$ cat src/vrd_pkg.sv
`timescale 1ns / 1ps
// ----------------------------------------------------------------------------
// vrd_pkg: shared types and constants for the degree-based vector rotator
// Widths, angle constants, gain and the CORDIC arctangent table in Q.24 degrees.
// ----------------------------------------------------------------------------
package vrd_pkg;

   localparam int IN_W           = 32;  // vector component width, Q15.16
   localparam int ANG_W          = 16;  // angle width, Q9.6 degrees
   localparam int NEG_W          = IN_W + 1;
   localparam int RED_W          = 18;  // angle reduction arithmetic
   localparam int RES_W          = 14;  // residual angle, within +/-90 deg
   localparam int ZW             = 33;  // angle accumulator, Q.24 degrees
   localparam int ACC_W          = 52;  // x/y datapath with guard bits
   localparam int GAIN_W         = 31;
   localparam int PROD_W         = NEG_W + GAIN_W + 1;
   localparam int GAIN_SHIFT     = 15;
   localparam int GUARD_BITS     = 16;
   localparam int ANGLE_UP_SHIFT = 18;
   localparam int ATAN_W         = 30;
   localparam int MAX_STAGES     = 32;
   localparam int CORDIC_STAGES_DEF = 20;

   localparam logic [GAIN_W-1:0] GAIN_INV_Q31 = 31'd1304065748;

   localparam logic signed [RED_W-1:0] FULL_TURN    = 18'sd23040;
   localparam logic signed [RED_W-1:0] TWO_TURNS    = 18'sd46080;
   localparam logic signed [RED_W-1:0] HALF_TURN    = 18'sd11520;
   localparam logic signed [RED_W-1:0] QUARTER_TURN = 18'sd5760;

   localparam logic [ATAN_W-1:0] ATAN_Q24 [MAX_STAGES] = '{
      30'd754974720, 30'd445687602, 30'd235489088, 30'd119537938,
      30'd60000934,  30'd30029717,  30'd15018523,  30'd7509720,
      30'd3754917,   30'd1877466,   30'd938734,    30'd469367,
      30'd234684,    30'd117342,    30'd58671,     30'd29335,
      30'd14668,     30'd7334,      30'd3667,      30'd1833,
      30'd917,       30'd458,       30'd229,       30'd115,
      30'd57,        30'd29,        30'd14,        30'd7,
      30'd4,         30'd2,         30'd1,         30'd0
   };

   // After angle reduction: vector possibly negated, residual angle in Q7.6
   typedef struct packed {
      logic signed [NEG_W-1:0] x;
      logic signed [NEG_W-1:0] y;
      logic signed [RES_W-1:0] r;
   } vrd_prep_type;

   // CORDIC working set
   typedef struct packed {
      logic signed [ACC_W-1:0] x;
      logic signed [ACC_W-1:0] y;
      logic signed [ZW-1:0]    z;
   } vrd_cordic_type;

endpackage

$ cat src/vrd_gain.sv
`timescale 1ns / 1ps
// ----------------------------------------------------------------------------
// vrd_gain: gain compensation stage
// Scales both components by 1/K and widens to the guarded datapath; lifts
// the residual angle to Q.24 degrees.
// ----------------------------------------------------------------------------
module vrd_gain (
   input  logic                    clock,
   input  logic                    reset,
   input  logic                    in_valid,
   output logic                    in_ready,
   input  vrd_pkg::vrd_prep_type   in_data,
   output logic                    out_valid,
   input  logic                    out_ready,
   output vrd_pkg::vrd_cordic_type out_data
);
   import vrd_pkg::*;

   logic                     valid_ff, valid_in;
   vrd_cordic_type           data_ff, data_in;
   logic signed [PROD_W-1:0] prod_x, prod_y;
   logic signed [GAIN_W:0]   gain_s;
   logic signed [ZW-1:0]     z_ext;

   assign in_ready  = !valid_ff || out_ready;
   assign out_valid = valid_ff;
   assign out_data  = data_ff;

   always_comb begin
      gain_s    = $signed({1'b0, GAIN_INV_Q31});
      prod_x    = PROD_W'(in_data.x) * PROD_W'(gain_s);
      prod_y    = PROD_W'(in_data.y) * PROD_W'(gain_s);
      data_in.x = ACC_W'(prod_x >>> GAIN_SHIFT);
      data_in.y = ACC_W'(prod_y >>> GAIN_SHIFT);
      z_ext     = ZW'(in_data.r);
      data_in.z = z_ext <<< ANGLE_UP_SHIFT;
      valid_in  = in_ready ? in_valid : valid_ff;
   end

   always_ff @(posedge clock) begin
      if (reset) begin
         valid_ff <= 1'b0;
      end else begin
         valid_ff <= valid_in;
      end
      if (in_valid && in_ready) begin
         data_ff <= data_in;
      end
   end

endmodule

$ cat config.mk
export PLATFORM = sky130hd
export DESIGN_NAME = vrd_gain
export DESIGN_NICKNAME = d
export VERILOG_FILES = /design/src/vrd_pkg.sv /design/src/vrd_gain.sv
export SDC_FILE = /design/constraint.sdc
export NUM_CORES = 2
export LEC_CHECK = 0
export ABC_AREA = 1
export BUFFER_PORTS_ARGS = -buffer_cell sky130_fd_sc_hd__buf_2
export CELL_PAD_IN_SITES_DETAIL_PLACEMENT = 0
export CELL_PAD_IN_SITES_GLOBAL_PLACEMENT = 1
export CORE_UTILIZATION = 50
export DETAILED_ROUTE_END_ITERATION = 8
export PLACE_DENSITY = 0.95
export SYNTH_ARGS = -nofsm -noshare
export SYNTH_HDL_FRONTEND = slang
export SYNTH_SLANG_ARGS = --single-unit
export TNS_END_PERCENT = 10
$ cat constraint.sdc
create_clock -name clock -period 11 [get_ports clock]
set_clock_uncertainty 0.15 [all_clocks]
set_input_delay 2.2 -clock clock [delete_from_list [all_inputs] [get_ports clock]]
set_output_delay 2.2 -clock clock [all_outputs]
set_load 0.02 [all_outputs]
* Yosys cells after proc, flatten, opt, wreduce, memory -nomap -nowiden
Index checks and enable logic that the tools add are counted.
** Cells by class
- $mul :: 2
- Reduce and logical (&&, ||, !) cells :: 3
** Operators with widths (count)
- $mul A33 B30 Y63 const B :: 2
- $logic_and A1 B1 Y1 :: 1
- $logic_not A1 Y1 :: 1
- $logic_or A1 B1 Y1 :: 1
** Word-level totals
- Bits in registers :: 115
- Bits of input ports :: 84
- Output and inout bits :: 139
- Word-level logic and storage cells :: 9

* Longest topological paths before layout
- Depth in word-level cells :: 3
- Depth in mapped cells :: 31
- Mapped depth without buffers :: 31

* Worst setup path after synthesis
OpenSTA, ideal clock, no wires.
- Path type :: input to register
- Start point :: in in_valid
- End point :: reg data_ff, in the netlist out_data[100] (enable)
- Setup time :: 625 ps
- Arrival time :: 7736 ps
- Required time :: 10225 ps
- Path slack :: 2489 ps
- Stages on the path :: 2
- Path buffers :: 0
- Cell sequence :: inv_1 > a21oi_1
** On the way
- Cells in the longest elaborated chain, start to end :: 1
** Ends and longest elaborated chain
- start, declared :: RTL line vrd_gain.sv:10 : input logic in_valid,
- $logic_and A1 B1 Y1 :: RTL line vrd_gain.sv:46 : if (in_valid && in_ready) begin
- end signal, assigned :: RTL line vrd_gain.sv:47 : data_ff <= data_in;
- end, declared :: RTL line vrd_gain.sv:20 : vrd_cordic_type data_ff, data_in;
Every way passes these cells.
A chain may end at the register's enable or synchronous reset.

* Final worst setup path
- Start point :: in in_data[79] in the netlist's numbering
- End point :: reg data_ff, in the netlist out_data[126] (data pin)
** On the way
- Cells in the longest elaborated chain, start to end :: 1
** Ends and longest elaborated chain
- start, declared :: RTL line vrd_gain.sv:12 : input vrd_pkg::vrd_prep_type in_data,
- $mul A33 B30 Y63 :: RTL line vrd_gain.sv:31 : prod_x = PROD_W'(in_data.x) * PROD_W'(gain_s);
- via prod_x[56] :: RTL line vrd_gain.sv:21 : logic signed [PROD_W-1:0] prod_x, prod_y;
The timed path passes the listed nets, and every way through them passes these cells.

==> out/summary.txt <==
Top cell type's share of synthesized area -> 0.369
Die Span Y -> 308 um
CP Launch Type -> input port
Residual DRC count -> 0
Synth Cell Area -> 46900 um2
CTS H-tree lvls -> 4
Max_cap viols -> 0
Initial antenna violation count -> 5
Total GRT Usage -> 0.331
Syn_area_per_cell -> 8.53 um2
Most common cell after layout, fill and taps aside -> inv_1
Largest net degree at the start of global routing -> 63
Initial Util -> 0.508
Max layer used -> met5
IO Pins -> 223
Outcome -> completed
Die W -> 308 um
Layout cells sized above 1 -> 0.0541
Yosys cell types -> 41
First-pass GRT wire length -> 228 mm
Detailed Place HPWL -> 137 mm
EDFF count, synth -> 114
Slew of the pin with the lowest slew margin -> 0.910 ns
Buffers added on ports -> 204
Clock buffer depth -> 2
Vias per std cell -> 5.18
FF-to-FF End -> out_data[91]
Util after Layout -> 0.541
Max Fclk -> 0.111 GHz
Crit path DAT -> 9.12 ns
WL met1 -> 69.8 mm
Slew HR -> 0.393
Final wirelength -> 151 mm
Gp weighted congestion -> 1.03
Root buffer cell -> clkbuf_16
CP Capture Point -> out_data[126]
Critical path peak fanout -> 27
# nets final -> 7420
Synth Register Bits -> 115
Max incr delay on CP -> 0.50 ns
Setup Fix Bufs, Post-CTS -> 0
RSZ-0062 raised after global routing -> no
Post-route antenna net violation count -> 0
DIE AREA -> 95100 um2
R2R Setup Slk -> 8.43 ns
Reg2reg start -> out_valid
Number of hold-slack violations in the final timing report -> 0
Commonest non-fill, non-tap cells in the layout -> inv_1 (1783), nand2_1 (948), fa_1 (864)
Area of the core -> 92400 um2
# rows -> 111
Wire per inst -> 21.6 um
CTS resizes -> 0
Synth area leaders -> fa_1 (37%), ha_1 (20%), inv_1 (14%), nand2_1 (7.6%), edfxtp_1 (7.3%)
Final Cycle Share -> 0.820
Clock Latency Late Sink -> 0.49 ns
Met2 wire len -> 61.7 mm
Area growth from synthesis to layout -> 6.42%
DR iter-0 viols -> 3468
Sink Count -> 115
Min-Delay Path Class -> reg -> reg
R2R depth -> 3
CTS clock-pin slew for the worst setup and hold paths -> 0.06 ns
Endpoints failing setup -> 0
Ys Warns -> 0
Number of global-route vias before repair -> 37.2k
Critical Path RT -> 11.10 ns
Slowest-stage cell, CP -> buf_2
Worst Setup End Kind -> register
GR Overflow Total -> 0
CTS Buf Count -> 17
Hold slack -> 0.385 ns
Cts hold-fix bufs -> 0
Final Max Tran Viols -> 0
Layout fillers -> 8706
Synth Instances -> 5503
Vias -> 36.1k
Setup CP Type -> in -> reg
Met3 WL -> 15.8 mm
Cell mode on critical path -> inv_1
Drt first pass iters -> 5
Top FF cell, synth -> edfxtp_1
Top cell type by total area after synthesis -> fa_1
Fin crit period -> 9.02 ns
Fin Setup TNS -> 0 ns
Ys async rst share -> 0
Setup crit start -> in_data[79]
TritonCTS clock tree -> done
Sequential fraction of the synthesis area -> 0.0734
sequential cells by signal, indices dropped and copies added, names as in the netlist:
| register | flops |
|---|---|
| out_data | 114 |
| out_valid | 1 |
layer usage:
metal / track usage / vias up
met2: 0.476 / 1601
met4: 0.0754 / 4
met3: 0.0674 / 209
met1: 0.507 / 17758
met5: 0 / -
li1: - / 16544
critical path: cells and delay by family:
family	cells	cell delay (ns)
AOI/OAI and AO/OA	2	0.51
adders and majority gates	9	3.81
buffers and inverters	9	1.64
and+or+nand+nor	5	0.93
through the flow:
| stage | instances | cell area (um2) | worst slack, ns |
|---|---|---|---|
| 2_1_floorplan | 5520 | 47000 | 2.49 |
| 5_1_grt | 6969 | 49900 | 1.82 |
| 4_1_cts | 6968 | 49900 | 2.16 |
| 3_3_place_gp | 6936 | 49400 | 1.67 |
| 6_report | 6971 | 49900 | 1.98 |
| 3_5_place_dp | 6936 | 49400 | 1.64 |
cell families after synthesis:
group                    Yosys count  synth area share
XOR/XNOR                         262            0.0489
other                              1         0.0000799
flip-flops                       115            0.0734
buffers and inverters           1828             0.148
adder cells (fa/ha/maj)         1624             0.571
AND/OR/NAND/NOR                 1320             0.115
AO/OA/AOI/OAI                    353            0.0426
Yosys cell counts, types with 3 or more instances:
cell,count
inv_2,4
and2_1,7
a21o_1,16
nand2_2,16
o22ai_1,6
clkbuf_2,6
buf_4,23
ha_1,760
nand3_2,5
fa_1,864
buf_2,8
nor3_1,7
nor2_1,180
nor3_2,12
o21a_1,3
o21ai_1,9
a21oi_1,196
nand3_1,96
nand2_1,948
o21ai_0,56
o21bai_1,63
nor2_2,17
edfxtp_1,114
or2_2,4
nand4_1,19
xnor2_1,62
inv_1,1784
clkinv_1,3
xor2_1,200
area by class of cell:
class / instances / area, um2 / share of cell area
Sequential cell: 115 / 3440 / 0.0690
Timing Repair Buffer: 210 / 1070 / 0.0213
Tap cell: 1243 / 1560 / 0.0311
Clock buffer: 17 / 425 / 0.00852
Clock inverter: 15 / 124 / 0.00248
Antenna cell: 3 / 7.51 / 0.000150
Multi-Input combinational cell: 3577 / 36600 / 0.733
Inverter: 1791 / 6720 / 0.135
how the worst min path moves through the flow:
stage | start | to | slack [ns] | cells after the start
after floorplan | out_valid | out_valid | 0.56 | 2
after global placement | out_valid | out_valid | 0.37 | 2
after detailed placement | out_valid | out_valid | 0.38 | 2
after CTS | out_valid | out_valid | 0.39 | 2
after global routing | out_valid | out_valid | 0.43 | 2
final | out_valid | out_valid | 0.38 | 2
Power is not shown: default switching activity piles up to over one toggle a cycle in this logic, so the estimate is an artifact.
