$ cat config.mk
export PLATFORM = sky130hd
export DESIGN_NAME = vrd_prep
export DESIGN_NICKNAME = d
export VERILOG_FILES = /design/src/vrd_pkg.sv /design/src/vrd_prep.sv
export SDC_FILE = /design/constraint.sdc
export NUM_CORES = 1
export LEC_CHECK = 0
export BUFFER_PORTS_ARGS = -buffer_cell sky130_fd_sc_hd__buf_4
export CORE_ASPECT_RATIO = 2
export CORE_UTILIZATION = 40
export CTS_BUF_LIST = sky130_fd_sc_hd__clkbuf_2 sky130_fd_sc_hd__clkbuf_4 sky130_fd_sc_hd__clkbuf_8
export CTS_CLUSTER_DIAMETER = 150
export CTS_CLUSTER_SIZE = 12
export DETAILED_ROUTE_END_ITERATION = 7
export GPL_TIMING_DRIVEN = 1
export MAX_ROUTING_LAYER = met4
export PLACE_DENSITY_LB_ADDON = 0.1
export SYNTH_ARGS = -nofsm -noshare
export SYNTH_HDL_FRONTEND = slang
export SYNTH_SLANG_ARGS = --single-unit
$ cat constraint.sdc
create_clock -name clock -period 7.6 [get_ports clock]
set_clock_uncertainty 0.2 [all_clocks]
set_input_delay 1.14 -clock clock [delete_from_list [all_inputs] [get_ports clock]]
set_output_delay 1.14 -clock clock [all_outputs]
set_load 0.005 [all_outputs]
$ cat src/vrd_pkg.sv
`timescale 1ns / 1ps
// ----------------------------------------------------------------------------
// vrd_pkg: shared types and constants for the degree-based vector rotator
// Widths, angle constants, gain and the CORDIC arctangent table in Q.24 degrees.
// ----------------------------------------------------------------------------
package vrd_pkg;

   localparam int IN_W           = 32;  // vector component width, Q15.16
   localparam int ANG_W          = 16;  // angle width, Q9.6 degrees
   localparam int NEG_W          = IN_W + 1;
   localparam int RED_W          = 18;  // angle reduction arithmetic
   localparam int RES_W          = 14;  // residual angle, within +/-90 deg
   localparam int ZW             = 33;  // angle accumulator, Q.24 degrees
   localparam int ACC_W          = 52;  // x/y datapath with guard bits
   localparam int GAIN_W         = 31;
   localparam int PROD_W         = NEG_W + GAIN_W + 1;
   localparam int GAIN_SHIFT     = 15;
   localparam int GUARD_BITS     = 16;
   localparam int ANGLE_UP_SHIFT = 18;
   localparam int ATAN_W         = 30;
   localparam int MAX_STAGES     = 32;
   localparam int CORDIC_STAGES_DEF = 20;

   localparam logic [GAIN_W-1:0] GAIN_INV_Q31 = 31'd1304065748;

   localparam logic signed [RED_W-1:0] FULL_TURN    = 18'sd23040;
   localparam logic signed [RED_W-1:0] TWO_TURNS    = 18'sd46080;
   localparam logic signed [RED_W-1:0] HALF_TURN    = 18'sd11520;
   localparam logic signed [RED_W-1:0] QUARTER_TURN = 18'sd5760;

   localparam logic [ATAN_W-1:0] ATAN_Q24 [MAX_STAGES] = '{
      30'd754974720, 30'd445687602, 30'd235489088, 30'd119537938,
      30'd60000934,  30'd30029717,  30'd15018523,  30'd7509720,
      30'd3754917,   30'd1877466,   30'd938734,    30'd469367,
      30'd234684,    30'd117342,    30'd58671,     30'd29335,
      30'd14668,     30'd7334,      30'd3667,      30'd1833,
      30'd917,       30'd458,       30'd229,       30'd115,
      30'd57,        30'd29,        30'd14,        30'd7,
      30'd4,         30'd2,         30'd1,         30'd0
   };

   // After angle reduction: vector possibly negated, residual angle in Q7.6
   typedef struct packed {
      logic signed [NEG_W-1:0] x;
      logic signed [NEG_W-1:0] y;
      logic signed [RES_W-1:0] r;
   } vrd_prep_type;

   // CORDIC working set
   typedef struct packed {
      logic signed [ACC_W-1:0] x;
      logic signed [ACC_W-1:0] y;
      logic signed [ZW-1:0]    z;
   } vrd_cordic_type;

endpackage

$ cat src/vrd_prep.sv
`timescale 1ns / 1ps
// ----------------------------------------------------------------------------
// vrd_prep: angle reduction stage
// Reduces the angle modulo 360 degrees, folds it into +/-90 degrees and
// negates the vector when a half-turn pre-rotation is taken.
// ----------------------------------------------------------------------------
module vrd_prep (
   input  logic                              clock,
   input  logic                              reset,
   input  logic                              in_valid,
   output logic                              in_ready,
   input  logic signed [vrd_pkg::IN_W-1:0]   in_x,
   input  logic signed [vrd_pkg::IN_W-1:0]   in_y,
   input  logic signed [vrd_pkg::ANG_W-1:0]  in_angle,
   output logic                              out_valid,
   input  logic                              out_ready,
   output vrd_pkg::vrd_prep_type             out_data
);
   import vrd_pkg::*;

   logic                    valid_ff, valid_in;
   vrd_prep_type            data_ff, data_in;
   logic signed [RED_W-1:0] ang_ext, mod_r, half_r, fold_r;
   logic                    negate;
   logic signed [NEG_W-1:0] x_ext, y_ext;

   assign in_ready  = !valid_ff || out_ready;
   assign out_valid = valid_ff;
   assign out_data  = data_ff;

   always_comb begin
      ang_ext = RED_W'(in_angle);
      if (ang_ext < -FULL_TURN) begin
         mod_r = ang_ext + TWO_TURNS;
      end else if (ang_ext < 0) begin
         mod_r = ang_ext + FULL_TURN;
      end else if (ang_ext >= FULL_TURN) begin
         mod_r = ang_ext - FULL_TURN;
      end else begin
         mod_r = ang_ext;
      end
      half_r = (mod_r >= HALF_TURN) ? mod_r - FULL_TURN : mod_r;
      // fold into +/-90 degrees by an exact half-turn
      if (half_r > QUARTER_TURN) begin
         negate = 1'b1;
         fold_r = half_r - HALF_TURN;
      end else if (half_r < -QUARTER_TURN) begin
         negate = 1'b1;
         fold_r = half_r + HALF_TURN;
      end else begin
         negate = 1'b0;
         fold_r = half_r;
      end
      x_ext     = NEG_W'(in_x);
      y_ext     = NEG_W'(in_y);
      data_in.x = negate ? -x_ext : x_ext;
      data_in.y = negate ? -y_ext : y_ext;
      data_in.r = fold_r[RES_W-1:0];
      valid_in  = in_ready ? in_valid : valid_ff;
   end

   always_ff @(posedge clock) begin
      if (reset) begin
         valid_ff <= 1'b0;
      end else begin
         valid_ff <= valid_in;
      end
      if (in_valid && in_ready) begin
         data_ff <= data_in;
      end
   end

endmodule

# After elaboration in Yosys (flattened, before gate mapping)
# Cells that the tools add are included.
[word_totals]
ff_bits = 81
in_bits = 84
out_inout_bits = 82
elab_cells = 31
[classes]
n_addsub = 8
magnitude_cmp = 6
mux = 10
n_reduce_logical = 3
[op_table]
columns = ["cell", "n"]
rows = [
  ["2-to-1 mux 18 bit", 4],
  ["2-to-1 mux 33 bit", 2],
  ["negator 32 -> 33 bit", 2],
  ["2-to-1 mux 14 bit", 2],
  ["adder 16 x 17 -> 18 bit (second input constant)", 1],
  ["greater-or-equal comparator 18 x 15 -> 1 bit (second input constant)", 1],
  ["greater-than comparator 18 x 14 -> 1 bit (second input constant)", 1],
  ["less-than comparator 18 x 14 -> 1 bit (second input constant)", 1],
  ["subtractor 18 x 16 -> 18 bit (second input constant)", 1],
  ["adder 16 x 16 -> 17 bit (second input constant)", 1],
  ["subtractor 16 x 16 -> 17 bit (second input constant)", 1],
  ["greater-or-equal comparator 16 bit (second input constant)", 1],
  ["less-than comparator 16 x 1 -> 1 bit (second input constant)", 1],
  ["less-than comparator 16 bit (second input constant)", 1],
  ["adder 14 bit (second input constant)", 1],
  ["subtractor 14 bit (second input constant)", 1],
  ["2-to-1 mux 1 bit", 2],
  ["logical AND 1 bit", 1],
  ["zero test 1 bit", 1],
  ["logical OR 1 bit", 1],
]

# Depth between registers and ports, before layout
[logic_depth]
depth_word = 10
mapped_depth = 22
depth_no_buf = 18

# Worst setup path after synthesis
# Ideal clock, no wire load.
[synth_path]
path_kind = "input -> register"
start = "in in_angle[11] (netlist bit)"
end = "reg data_ff, in the netlist out_data[30], data pin"
arrival_ns = 5.392
t_required_ns = 7.137
slack_ns = 1.745
path_stages = 21
path_buffers = 4
cell_sequence = "clkbuf_1 > inv_1 > ha_1 > a211o_1 > a21oi_1 > nor2b_1 > a221oi_2 > nor2_1 > o311ai_4 > nand3_1 > nand2b_1 > clkbuf_1 > ha_1 > a21oi_1 > o21bai_1 > o311a_1 > a221oi_4 > buf_2 > buf_4 > o32ai_1 > xnor2_1"
[synth_lines]
columns = ["element", "line", "rtl"]
rows = [
  ["start, declared", "vrd_prep.sv:14", "input logic signed [vrd_pkg::ANG_W-1:0] in_angle,"],
  ["end signal, assigned", "vrd_prep.sv:69", "data_ff <= data_in;"],
  ["end, declared", "vrd_prep.sv:22", "vrd_prep_type data_ff, data_in;"],
]

==> impl_results.md <==
- First-pass GRT wire length: 22100 um
- Setup violators final: 0
- Top cells by area, synth: edfxtp_1, xnor2_1, o32ai_1, ha_1, o22ai_1
- Netlist cell types: 62
- Synth Cell Area: just over 0.005 mm2
- Grt total ovfl: 0
- Maximum VDD drop: between 0.0001 and 0.00015 V
- Flop-to-flop setup slack: 5.72 ns
- Die height: ~160 um
- Crit. Startpoint: in_angle[10]
- Final Max Tran Viols: 0
- GRT Util Overall: 23.0%
- Synth cell count leaders: edfxtp_1, xnor2_1, nand2_1
- Worst R2R Start: out_valid
- Post-synth EDFFs: 80
- # fillers: 1161
- Share of cells above drive strength 1: approximately a third
- Slew at the pin with the worst max-slew slack: 1.05 ns
- Pwr/cell area: around 250 mW/mm2
- DR vias: around 4400
- Fin crit share: 82.1%
- Pin count of the biggest net entering global routing: 81
- Switching portion of total power: 32.3%
- Max Freq: ~160 MHz
- Die Footprint: ~0.013 mm2
- Register area share after synthesis: roughly 47%
- Most common cell in the netlist: edfxtp_1
- Post-DP HPWL: 11400 um
- Vias in the first global route: approximately 4400
- CTS max path bufs: 2
- Final min period: 6.24 ns
- Reg2reg path depth: 2
- Clock power share: about 17%
- Crit path kind: primary input to flip-flop
- P&R area growth vs syn: 30.0%
- Reg clk slew, reported paths: 0.08 ns
- Post-layout nets: 725
- Drt initial violations: 173
- Antenna violations before repair: 0
- Hold path cells: 2
- Clock tree from TritonCTS: yes
- Post-route ant nets: 0
- Sequential share of power: between 40 and 50%
- Hold_sp: out_valid
- Cts bufs inserted: 9
- Status: finished clean
- Slew Limit Headroom: ~30%
- Internal power: 1.14 mW
- I/O pins: 166
- CP Data Required Time: 7.49 ns
- Cell count after synthesis: 472
- Setup TNS Final: 0 ns
- Worst hold slack: roughly 0.34 ns
- Core area: 0.0126 mm2
- Register area: around 0.0024 mm2
- Hold buffers post-CTS: 0
- Root Buffer: clkbuf_8
- Max Cap Viol: 0
- CP Capture Type: flip-flop
- Async SR Flop Fraction: 0%
- Startpoint types: primary input
- Hold Crit Class: flip-flop to flip-flop
- DRC Markers: 0
- Ys flop type: edfxtp_1
- Net Switching: between 0.5 and 0.6 mW
- Reg2reg end: out_data[9]
- Routability cong.: 0.871
- LEAKAGE: 2.49 nW
- Cell taking the most area after synthesis: edfxtp_1
- Routed Wire Length: 14400 um
- Starting density of the core: 40.9%
- Worst EP arrival: ~6.1 ns
- Mean Syn Cell Area: 10.9 um2
- WL/cell: about 18 um
- Worst Hold End: out_valid
- Post-Synthesis Net Count: 569
- Worst-Skew Late Latency: 0.34 ns
- H-tree depth: 3
- I/O Buffers: 165
- Comb pwr share: 42.9%
- Vias per inst: 5.58
- FP Rows: 58
- Die X: between 80 and 90 um
- RSZ-0062 raised after global routing: no
- Ant diodes: 0
- CTS-repair resized insts: 0
- Seq cells post-synth: 81
- Synth warn: 0
- Post-CTS setup repair buffer count: 0
- Initial DRT Pass Iterations: 4
- Clk sinks: roughly 80
- Multi-input logic area: 0.00251 mm2
- Crit-path max FO: 38
- Final hold vios: 0
- Top cell type's share of synthesized area: between 40 and 50%
-- placed cells by master, fill, tap and decap left out, drive strengths merged, types with 18 or more instances in the layout --
master / n
o32ai: 20
nand2: 24
edfxtp: 80
a21oi: 18
buf: 171
nor2: 21
inv: 21
xnor2: 67
o22ai: 20
o21ai: 25
-- how the worst max path moves through the flow --
stage | endpoint | slack (ns) | cells past startpoint
after floorplan | out_data[30] | 1.74 | 21
after global placement | out_data[35] | 1.16 | 19
after detailed placement | out_data[66] | 1.07 | 19
after CTS | out_data[40] | 1.43 | 19
after global routing | out_data[35] | 0.94 | 19
final | out_data[40] | 1.36 | 19
-- area by class of cell --
| class | instances | share of cell area [%] |
|---|---|---|
| clock inverter | 6 | 0.657 |
| timing repair buffer | 171 | 19.4 |
| sequential | 81 | 36.3 |
| inverter | 20 | 1.13 |
| clock buffer | 10 | 1.97 |
| tap | 150 | 2.82 |
| multi-input combinational | 345 | 37.7 |
-- power groups by stage --
stage          combinational, mW  sequential (mW)  clock (mW)
3_3_place_gp               0.718            0.687           0
2_1_floorplan              0.438            0.697           0
5_1_grt                    0.796            0.688       0.309
4_1_cts                    0.730            0.681       0.294
6_report                   0.724            0.678       0.284
3_5_place_dp               0.728            0.691           0
-- through the flow --
step                      worst slack, ns  total power, mW  cells  utilization, %  instance area [um2]
after floorplan                      1.74             1.13    472               -                 5130
final                                1.36             1.69    783            53.1                 6670
after CTS                            1.43             1.70    783            53.1                 6670
after global placement               1.16             1.41    767            51.7                 6490
after global routing                0.938             1.79    783            53.1                 6670
after detailed placement             1.07             1.42    767            51.7                 6490
-- logic make-up after synthesis --
family / synth area share (%)
AOI/OAI and AO/OA: 18.8
xor gates and xnor gates: 11.8
adders and majority gates: 3.17
buffers and inverters: 3.90
DFF: 47.2
muxes: 1.68
and+or+nand+nor: 13.4
-- worst max-delay path, stage by stage --
cell and delay [ns]:
buf_4 0.15, inv_1 0.09, ha_1 0.21, nand3b_1 0.18, a21oi_1 0.71, o21ai_1 0.23
a221oi_2 0.33, nor2_1 0.17, o311ai_4 0.48, nand3_1 0.15, nand2b_1 0.25, ha_1 0.24
a21oi_1 0.06, o21bai_1 0.16, o311a_1 0.33, a221oi_4 0.47, buf_4 0.43, o32ai_1 0.18
xnor2_1 0.17
-- state kept, by name (all words and copies together), names as in the netlist --
name and cells:
out_data 80, out_valid 1
-- metal layers --
layer  track usage [%]  vias up  part of all wire, %
met3              3.03       42                  4.2
li1                  -     2107                    -
met1              20.6     2097                   31
met4              14.6        0                  6.2
met2              42.9      127                   58
met5                 -        -                    0
No activity file was read; power rests on OpenSTA's default activity.
