**src/vrd_pkg.sv**
```systemverilog
`timescale 1ns / 1ps
// ----------------------------------------------------------------------------
// vrd_pkg: shared types and constants for the degree-based vector rotator
// Widths, angle constants, gain and the CORDIC arctangent table in Q.24 degrees.
// ----------------------------------------------------------------------------
package vrd_pkg;

   localparam int IN_W           = 32;  // vector component width, Q15.16
   localparam int ANG_W          = 16;  // angle width, Q9.6 degrees
   localparam int NEG_W          = IN_W + 1;
   localparam int RED_W          = 18;  // angle reduction arithmetic
   localparam int RES_W          = 14;  // residual angle, within +/-90 deg
   localparam int ZW             = 33;  // angle accumulator, Q.24 degrees
   localparam int ACC_W          = 52;  // x/y datapath with guard bits
   localparam int GAIN_W         = 31;
   localparam int PROD_W         = NEG_W + GAIN_W + 1;
   localparam int GAIN_SHIFT     = 15;
   localparam int GUARD_BITS     = 16;
   localparam int ANGLE_UP_SHIFT = 18;
   localparam int ATAN_W         = 30;
   localparam int MAX_STAGES     = 32;
   localparam int CORDIC_STAGES_DEF = 20;

   localparam logic [GAIN_W-1:0] GAIN_INV_Q31 = 31'd1304065748;

   localparam logic signed [RED_W-1:0] FULL_TURN    = 18'sd23040;
   localparam logic signed [RED_W-1:0] TWO_TURNS    = 18'sd46080;
   localparam logic signed [RED_W-1:0] HALF_TURN    = 18'sd11520;
   localparam logic signed [RED_W-1:0] QUARTER_TURN = 18'sd5760;

   localparam logic [ATAN_W-1:0] ATAN_Q24 [MAX_STAGES] = '{
      30'd754974720, 30'd445687602, 30'd235489088, 30'd119537938,
      30'd60000934,  30'd30029717,  30'd15018523,  30'd7509720,
      30'd3754917,   30'd1877466,   30'd938734,    30'd469367,
      30'd234684,    30'd117342,    30'd58671,     30'd29335,
      30'd14668,     30'd7334,      30'd3667,      30'd1833,
      30'd917,       30'd458,       30'd229,       30'd115,
      30'd57,        30'd29,        30'd14,        30'd7,
      30'd4,         30'd2,         30'd1,         30'd0
   };

   // After angle reduction: vector possibly negated, residual angle in Q7.6
   typedef struct packed {
      logic signed [NEG_W-1:0] x;
      logic signed [NEG_W-1:0] y;
      logic signed [RES_W-1:0] r;
   } vrd_prep_type;

   // CORDIC working set
   typedef struct packed {
      logic signed [ACC_W-1:0] x;
      logic signed [ACC_W-1:0] y;
      logic signed [ZW-1:0]    z;
   } vrd_cordic_type;

endpackage

```
**src/vrd_cordic_stage.sv**
```systemverilog
`timescale 1ns / 1ps
// ----------------------------------------------------------------------------
// vrd_cordic_stage: one CORDIC micro-rotation
// Rotates by +/-atan(2^-SHIFT) toward zero residual angle, one register stage.
// ----------------------------------------------------------------------------
module vrd_cordic_stage #(
   parameter int SHIFT = 0
) (
   input  logic                    clock,
   input  logic                    reset,
   input  logic                    in_valid,
   output logic                    in_ready,
   input  vrd_pkg::vrd_cordic_type in_data,
   output logic                    out_valid,
   input  logic                    out_ready,
   output vrd_pkg::vrd_cordic_type out_data
);
   import vrd_pkg::*;

   localparam logic signed [ZW-1:0] STEP_ANGLE = ZW'(ATAN_Q24[SHIFT]);

   logic                    valid_ff, valid_in;
   vrd_cordic_type          data_ff, data_in;
   logic signed [ACC_W-1:0] dx, dy;

   assign in_ready  = !valid_ff || out_ready;
   assign out_valid = valid_ff;
   assign out_data  = data_ff;

   always_comb begin
      dx = in_data.y >>> SHIFT;
      dy = in_data.x >>> SHIFT;
      if (!in_data.z[ZW-1]) begin
         data_in.x = in_data.x - dx;
         data_in.y = in_data.y + dy;
         data_in.z = in_data.z - STEP_ANGLE;
      end else begin
         data_in.x = in_data.x + dx;
         data_in.y = in_data.y - dy;
         data_in.z = in_data.z + STEP_ANGLE;
      end
      valid_in = in_ready ? in_valid : valid_ff;
   end

   always_ff @(posedge clock) begin
      if (reset) begin
         valid_ff <= 1'b0;
      end else begin
         valid_ff <= valid_in;
      end
      if (in_valid && in_ready) begin
         data_ff <= data_in;
      end
   end

endmodule

```
**config.mk**
```make
export PLATFORM = sky130hd
export DESIGN_NAME = vrd_cordic_stage
export DESIGN_NICKNAME = d
export VERILOG_FILES = /design/src/vrd_pkg.sv /design/src/vrd_cordic_stage.sv
export SDC_FILE = /design/constraint.sdc
export NUM_CORES = 1
export LEC_CHECK = 0
export ABC_AREA = 1
export ABC_CLOCK_PERIOD_IN_PS = 21400
export BUFFER_PORTS_ARGS = -buffer_cell sky130_fd_sc_hd__buf_4
export CELL_PAD_IN_SITES_DETAIL_PLACEMENT = 0
export CELL_PAD_IN_SITES_GLOBAL_PLACEMENT = 1
export CORE_ASPECT_RATIO = 0.8
export CORE_MARGIN = 2
export CORE_UTILIZATION = 35
export DETAILED_ROUTE_END_ITERATION = 7
export HOLD_SLACK_MARGIN = 0.08
export PLACE_DENSITY = 0.72
export SKIP_CTS_REPAIR_TIMING = 1
export SLEW_MARGIN = 20
export SYNTH_ARGS = -nofsm -noshare
export SYNTH_HDL_FRONTEND = slang
export SYNTH_SLANG_ARGS = --single-unit
```
**constraint.sdc**
```tcl
create_clock -name clock -period 21.4 [get_ports clock]
set_input_delay 4.28 -clock clock [delete_from_list [all_inputs] [get_ports clock]]
set_output_delay 4.28 -clock clock [all_outputs]
set_load 0.02 [all_outputs]
```
* Word-level counts from Yosys, hierarchy flattened
Cells that the tools add are included.
** Word-level totals
- Bits of input ports :: 141
- Logic and storage cells :: 13
- Output and inout bits :: 139
- Flip-flop bits (word level) :: 138
** Cells by class
- Muxes and demuxes :: 1
- Add/subtract/negate cells :: 5
- Reductions and logical operators :: 3
** Operators by type and width (number)
- $mux 137 :: 1
- $sub 52x52->52 :: 2
- $add 52x52->52 :: 1
- $add 33x31->33 const B :: 1
- $sub 33x31->33 const B :: 1
- $logic_and 1x1->1 :: 1
- $logic_not 1->1 :: 1
- $logic_or 1x1->1 :: 1

* Logic depth before layout (Yosys ltp)
Gate-level depths: netlist of the first run.
- Word-level depth :: 3
- Mapped depth :: 18
- Gate-level depth less buffers :: 17

* Worst setup path after synthesis of the first run
Ideal clock, no wire load.
- Kind :: input to register
- Start :: input in_valid
- End :: register data_ff (netlist bit out_data[0]), enable pin
- Data arrival time :: 10.867 ns
- Slack :: 9.856 ns
- Data required time :: 20.723 ns
- Buffers on the path :: 0
- Library setup time :: 0.677 ns
- Stages :: 2
- Cell sequence :: inv_1 > a21oi_1
** On the way
- Longest elaborated chain between the ends :: 1
** Ends and longest elaborated chain
- start, declared :: line vrd_cordic_stage.sv:11 : input logic in_valid,
- $logic_and 1x1->1 :: line vrd_cordic_stage.sv:51 : if (in_valid && in_ready) begin
- end signal, assigned :: line vrd_cordic_stage.sv:52 : data_ff <= data_in;
- end, declared :: line vrd_cordic_stage.sv:23 : vrd_cordic_type data_ff, data_in;
Every way passes these cells.
A chain may end at the register's enable or synchronous reset.

* Worst setup path after layout of the first run
- Start :: input out_ready
- End :: output in_ready
** On the way
- Longest elaborated chain between the ends :: 1
** Ends and longest elaborated chain
- start, declared :: line vrd_cordic_stage.sv:15 : input logic out_ready,
- $logic_or 1x1->1 :: line vrd_cordic_stage.sv:26 : assign in_ready = !valid_ff || out_ready;
- end, declared :: line vrd_cordic_stage.sv:12 : output logic in_ready,
Every way passes these cells.

==> flow_summary.json, run 1 <==
{
  "min_period_over_period_pct": 42.1,
  "portBuffers": 279,
  "grtUsageMet3_pct": 4.44,
  "cts_max_level": 4,
  "worstMarginPinSlew_ns": 0.917,
  "grtUsageMet1_pct": 44.0,
  "power_density_mw_per_mm2": 57.7,
  "grt_pass1_wl_mm": 118,
  "yosysMostFrequentCell": "nand2_1",
  "ys_dominant_reg_cell": "edfxtp_1",
  "cts_tree": "done",
  "synth_warnings": 0,
  "start_util_pct": 35.4,
  "worstPathMaxFanout": 2,
  "dieArea_mm2": 0.0533,
  "clkLatencyLatePin_ns": 0.51,
  "r2r-start": "out_valid$_SDFFE_PP0N_",
  "pwr-share-comb_pct": 44.8,
  "tns_ns": 0,
  "holdCritStartpoint": "out_valid$_SDFFE_PP0N_",
  "timing.final.hold_violations": 0,
  "grt_pass1_vias": 19100,
  "ant_nets": 0,
  "netlist_top_cells_area": "edfxtp_1, nand2_1, ha_1",
  "worstHoldEndpoint": "out_valid$_SDFFE_PP0N_",
  "crit_chain": "buf_4, inv_1, nand2_1, buf_4",
  "min_path_cells": 2,
  "area_growth_pct": 17.4,
  "p_sw_w": 0.000535,
  "r2r_setup_slack_ns": 19.61,
  "final_max_slew_viol_count": 0,
  "cpPeakStageDelay_ns": 0.16,
  "hold_class": "reg2reg",
  "io_pins": 280,
  "route.vias.total": 19900,
  "dp_hpwl_mm": 69.8,
  "yosysSeqAreaShare_pct": 22.8,
  "clockPowerShare_pct": 27.1,
  "clockRootBuffer": "clkbuf_16",
  "synthArstFlopShare_pct": 0,
  "path_buf_inv": 3,
  "worst_ep_required_time_ns": 17.12,
  "wire_per_inst_um": 21.1,
  "yosys-top-cells-count": "nand2_1, inv_1, nand3_1",
  "syn_nets": 3232,
  "nNetsFinal": 3463,
  "overflow": 0,
  "fmax_mhz": 111,
  "clockBufferDepth": 2,
  "leakagePower_nw": 11.2,
  "rr_endpoint": "out_data[38]$_DFFE_PP_",
  "clock-skew-final_ns": 0.0320,
  "synth_seq_cells": 137,
  "grt_max_degree": 75,
  "synth_area_mm2": 0.0180,
  "grt_usage_pct": 30.3,
  "synth_cell_type_count": 48,
  "hold-worst-slack_ns": 0.549,
  "seq_power_share_pct": 28.1,
  "internal_power_w": 0.000686,
  "synth_edf_count": 136,
  "synth_cells": 2927,
  "antenna_found_initial": 2,
  "syn_area_per_cell_um2": 6.15,
  "rows": 74,
  "yosysTopAreaCell": "edfxtp_1",
  "cp.arrival_ns": 4.73,
  "dieHeight_um": 207,
  "gp_congestion": 0.966,
  "numCtsBuffers": 17,
  "status": "complete, no violations",
  "final_util_pct": 41.5,
  "yosysTopAreaCellShare_pct": 22.7,
  "antenna_cells": 0,
  "relSlewSlack_pct": 38.8,
  "post_route_cells_drive_above_1_share_pct": 13.9,
  "p_sw_share_pct": 43.8,
  "drv_cap": 0,
  "grt_setup_unrepaired": "false",
  "use_met2_pct": 46.4,
  "busiest_layer": "met2",
  "wl_mm": 81.3,
  "crit_slowest_cell": "buf_4",
  "peakVddDrop_uv": 64.6,
  "crit_type": "in2out",
  "setup_viol": 0,
  "clk_pin_slew_worst_paths_ns": 0.06,
  "first_pass_iters": 5,
  "crit_path_end_kind": "primary output",
  "min_period_ns": 9.01,
  "reg2regPathDepth": 2,
  "drtIter0Drc": 1520,
  "path_delay_family": "buffers and inverters",
  "routed_via_density": 5.17,
  "fillers": 5558,
  "startpoint_type": "primary input",
  "route.detailed.drc": 0,
  "path_common_cell": "buf_4",
  "die_w_um": 258,
  "cts.sinks": 137,
  "core-area_mm2": 0.0509
}
[registers in the layout (all words and copies together), names as in the netlist]
| name | cells |
|---|---|
| out_data | 136 |
| out_valid | 1 |
[power by group through the flow]
stage                     logic, W  clock network [W]  registers [W]
after global routing      0.000594           0.000350       0.000346
after floorplan           0.000294                  0       0.000387
after detailed placement  0.000535                  0       0.000348
after CTS                 0.000538           0.000340       0.000343
final                     0.000547           0.000331       0.000343
after global placement    0.000532                  0       0.000348
[cell usage in the layout, fill, tap and decap left out, types with 3 or more instances in the layout]
cell | netlist | final
nor2_4 | 8 | 8
inv_8 | 0 | 3
o22ai_1 | 11 | 11
o21ai_1 | 27 | 27
ha_1 | 160 | 160
nand3_1 | 264 | 264
a21oi_1 | 193 | 192
nor2_2 | 41 | 41
a21oi_2 | 13 | 13
nand3b_1 | 5 | 5
fa_1 | 4 | 4
clkinv_1 | 2 | 4
inv_1 | 523 | 522
nand4_1 | 50 | 50
clkinv_4 | 0 | 4
nor2_1 | 187 | 187
bufinv_16 | 0 | 3
nand3_2 | 4 | 4
and2_1 | 5 | 5
nor3_2 | 8 | 8
o211ai_2 | 6 | 6
clkbuf_16 | 0 | 17
a31oi_1 | 3 | 3
xor2_1 | 33 | 33
or2_2 | 3 | 3
nand2_2 | 16 | 16
edfxtp_1 | 136 | 136
nand2_1 | 940 | 940
nand2_4 | 5 | 5
o21ai_0 | 128 | 128
buf_4 | 32 | 283
o21bai_1 | 25 | 25
or2_1 | 4 | 4
nor3_1 | 15 | 15
inv_2 | 19 | 19
[final cells by class]
| class | count | area, um2 | share of cell area (%) |
|---|---|---|---|
| clock inverter | 15 | 191 | 0.905 |
| inverter | 544 | 2040 | 9.66 |
| sequential | 137 | 4100 | 19.4 |
| multi-input combinational | 2175 | 11400 | 53.9 |
| tap | 684 | 856 | 4.05 |
| clock buffer | 17 | 425 | 2.01 |
| timing repair buffer | 283 | 2120 | 10.0 |
[worst reg2reg max path: stages, from the launching register on]
cell,delay (ns)
dfxtp_1,0.34
a21oi_4,0.26
buf_4,0.73
[cell families after synthesis]
| logic type | Yosys count | synth area share (%) |
|---|---|---|
| compound gates | 413 | 12.5 |
| xor+xnor | 34 | 1.65 |
| fa+ha+maj | 164 | 11.6 |
| buf+inv | 615 | 14.0 |
| flops | 137 | 22.8 |
| mux | 2 | 0.111 |
| simple gates | 1562 | 37.4 |
[through the flow]
step	std cells	setup slack [ns]	area (um2)	total power (W)
6_report	3855	12.39	21200	0.00122
5_1_grt	3855	12.35	21200	0.00129
4_1_cts	3855	12.39	21200	0.00122
3_5_place_dp	3823	12.39	20500	0.000884
3_3_place_gp	3823	12.39	20500	0.000880
2_1_floorplan	2927	9.86	18000	0.000681
[per-layer routing]
metal	share of wire, %	up-vias
met2	42	716
met4	2.7	2
met3	6.3	86
met5	0.015	-
li1	-	9765
met1	49	9348
[how the worst max path moves through the flow]
stage | to | slack [ns] | depth (start not counted) | from
global route | in_ready | 12.35 | 4 | out_ready
finish | in_ready | 12.39 | 4 | out_ready
CTS | in_ready | 12.39 | 4 | out_ready
detailed placement | in_ready | 12.39 | 4 | out_ready
global placement | in_ready | 12.39 | 4 | out_ready
floorplan | out_data[0]$_DFFE_PP_ | 9.86 | 2 | in_valid
Power figures use the tool's default switching activity.
==> run 2: changes to the inputs <==
--- a/config.mk
+++ b/config.mk
@@ -6,7 +6,7 @@
 export NUM_CORES = 1
 export LEC_CHECK = 0
 export ABC_AREA = 1
-export ABC_CLOCK_PERIOD_IN_PS = 21400
+export ABC_CLOCK_PERIOD_IN_PS = 8900
 export BUFFER_PORTS_ARGS = -buffer_cell sky130_fd_sc_hd__buf_4
 export CELL_PAD_IN_SITES_DETAIL_PLACEMENT = 0
 export CELL_PAD_IN_SITES_GLOBAL_PLACEMENT = 1
==> constraint.sdc (replaced) <==
create_clock -name clock -period 8.9 [get_ports clock]
set_input_delay 1.78 -clock clock [delete_from_list [all_inputs] [get_ports clock]]
set_output_delay 1.78 -clock clock [all_outputs]
set_load 0.02 [all_outputs]
==> run 2 against run 1 <==
Final cell count hardly changed. Clock skew up 0.0015 ns. Non-clock buffer count did not move. Combinational power increased by 140%. Critical path depth rose by 12.
==> flow_summary.json, run 2 (same netlist as run 1, synthesis figures left out) <==
{
  "status": "complete, no violations",
  "relSlewSlack_pct": 39.7,
  "seq_power_share_pct": 28.4,
  "largest_reg_flops": 136,
  "final_util_pct": 41.5,
  "core-area_mm2": 0.0509,
  "crit_slowest_cell": "ha_1",
  "placed_area_mm2": 0.0205,
  "numCtsBuffers": 17,
  "route.detailed.drc": 0,
  "cts.sinks": 137,
  "overflow": 0,
  "cp.arrival_ns": 4.51,
  "clkLatencyLatePin_ns": 0.52,
  "path_buf_inv": 3,
  "min_path_cells": 2,
  "crit_path_end_kind": "register",
  "path_delay_family": "simple AND/OR/NAND/NOR gates",
  "p_sw_w": 0.00131,
  "dieHeight_um": 207,
  "clockRootBuffer": "clkbuf_16",
  "timing.final.hold_violations": 0,
  "fmax_mhz": 234,
  "min_period_ns": 4.27,
  "tns_ns": 0,
  "clockPowerShare_pct": 26.4,
  "gp_congestion": 0.973,
  "peakVddDrop_uv": 156,
  "hold_class": "reg2reg",
  "portBuffers": 279,
  "worst_ep_required_time_ns": 9.13,
  "cts_max_level": 4,
  "hold-worst-slack_ns": 0.561,
  "io_pins": 280,
  "setup_viol": 0,
  "clockBufferDepth": 2,
  "final_max_slew_viol_count": 0,
  "grt_setup_unrepaired": "false",
  "ant_nets": 0,
  "first_pass_iters": 8,
  "clk_pin_slew_worst_paths_ns": 0.07,
  "drtIter0Drc": 1677,
  "pwr-share-comb_pct": 45.2,
  "dp_hpwl_mm": 70.4,
  "power_density_mw_per_mm2": 138,
  "r2r-start": "out_valid$_SDFFE_PP0N_",
  "antenna_found_initial": 0,
  "dieArea_mm2": 0.0533,
  "min_period_over_period_pct": 48.0,
  "rr_endpoint": "out_data[98]$_DFFE_PP_",
  "rows": 74,
  "internal_power_w": 0.00160,
  "routed_via_density": 5.20,
  "p_sw_share_pct": 45.1,
  "crit_type": "in2reg",
  "worstMarginPinSlew_ns": 0.904,
  "leakagePower_nw": 11.2,
  "r2r_setup_slack_ns": 7.06,
  "reg2regPathDepth": 2,
  "grt_pass1_vias": 18800,
  "route.vias.total": 20000,
  "startpoint_type": "primary input",
  "layout_commonest_cell": "nand2_1",
  "area_growth_pct": 17.3,
  "holdCritStartpoint": "out_valid$_SDFFE_PP0N_",
  "worstPathMaxFanout": 10,
  "die_w_um": 258,
  "drv_cap": 0,
  "worstHoldEndpoint": "out_valid$_SDFFE_PP0N_",
  "path_common_cell": "nand2_1",
  "cts_tree": "done",
  "post_route_cells_drive_above_1_share_pct": 14.0,
  "grt_usage_pct": 30.3,
  "clock-skew-final_ns": 0.0335,
  "nNetsFinal": 3463,
  "fin_area_mm2": 0.0211,
  "fillers": 5602,
  "grt_max_degree": 75,
  "wl_mm": 82.2,
  "wire_per_inst_um": 21.3,
  "grt_pass1_wl_mm": 117,
  "crit_chain": "buf_4, inv_1, ha_1, inv_1, nand2_1, nand2_1, a21oi_2, nand3_2, nand2_1, nand2_1, nand2_1, nand3_1, nand2_1, nand2_1, nand2_1, nand2_1",
  "layout_common_cells": "nand2_1, inv_1, buf_4, nand3_1, a21oi_1",
  "start_util_pct": 35.4,
  "cpPeakStageDelay_ns": 0.68
}
[run 2: worst reg2reg max path, cell delays in order, from the launching register on]
cell and delay (ns):
dfxtp_1 0.35, a21oi_4 0.29, buf_4 0.74
[run 2: final cells by class]
class,instances,area (um2),share of cell area [%]
antenna,2,5.00,0.0237
clock buffer,17,425,2.01
clock inverter,15,160,0.758
inverter,544,2040,9.67
multi-input combinational,2175,11400,54.0
sequential,137,4100,19.4
tap,684,856,4.05
timing repair buffer,283,2120,10.1
[run 2: power by group through the flow]
stage / clock network [W] / registers [W] / logic (W)
after floorplan: 0 / 0.000926 / 0.000706
after global placement: 0 / 0.000841 / 0.00129
after detailed placement: 0 / 0.000841 / 0.00129
after CTS: 0.000788 / 0.000829 / 0.00130
after global routing: 0.000810 / 0.000834 / 0.00143
final: 0.000769 / 0.000828 / 0.00132
[run 2: metrics by stage]
| stage | total power (W) | worst slack [ns] | std cells |
|---|---|---|---|
| final | 0.00291 | 4.63 | 3857 |
| after global routing | 0.00307 | 4.58 | 3855 |
| after CTS | 0.00291 | 4.78 | 3855 |
| after detailed placement | 0.00213 | 4.26 | 3823 |
| after global placement | 0.00213 | 4.28 | 3823 |
| after floorplan | 0.00163 | 2.66 | 2927 |
[run 2: metal layers]
layer	routed length, um	GRT usage (%)	up-vias
li1	-	-	9752
met2	34700	46.5	792
met3	5860	4.90	82
met4	1790	7.74	0
met5	0	0	-
met1	39800	44.0	9414
[run 2: how the worst max path moves through the flow]
| stage | startpoint | to | slack, ns | cells after the start |
|---|---|---|---|---|
| 2_1_floorplan | out_ready | out_data[0]$_DFFE_PP_ | 2.66 | 2 |
| 3_3_place_gp | in_data[41] | out_data[84]$_DFFE_PP_ | 4.28 | 16 |
| 3_5_place_dp | in_data[42] | out_data[119]$_DFFE_PP_ | 4.26 | 14 |
| 4_1_cts | in_data[42] | out_data[119]$_DFFE_PP_ | 4.78 | 14 |
| 5_1_grt | in_data[42] | out_data[119]$_DFFE_PP_ | 4.58 | 14 |
| 6_report | in_data[41] | out_data[84]$_DFFE_PP_ | 4.63 | 16 |
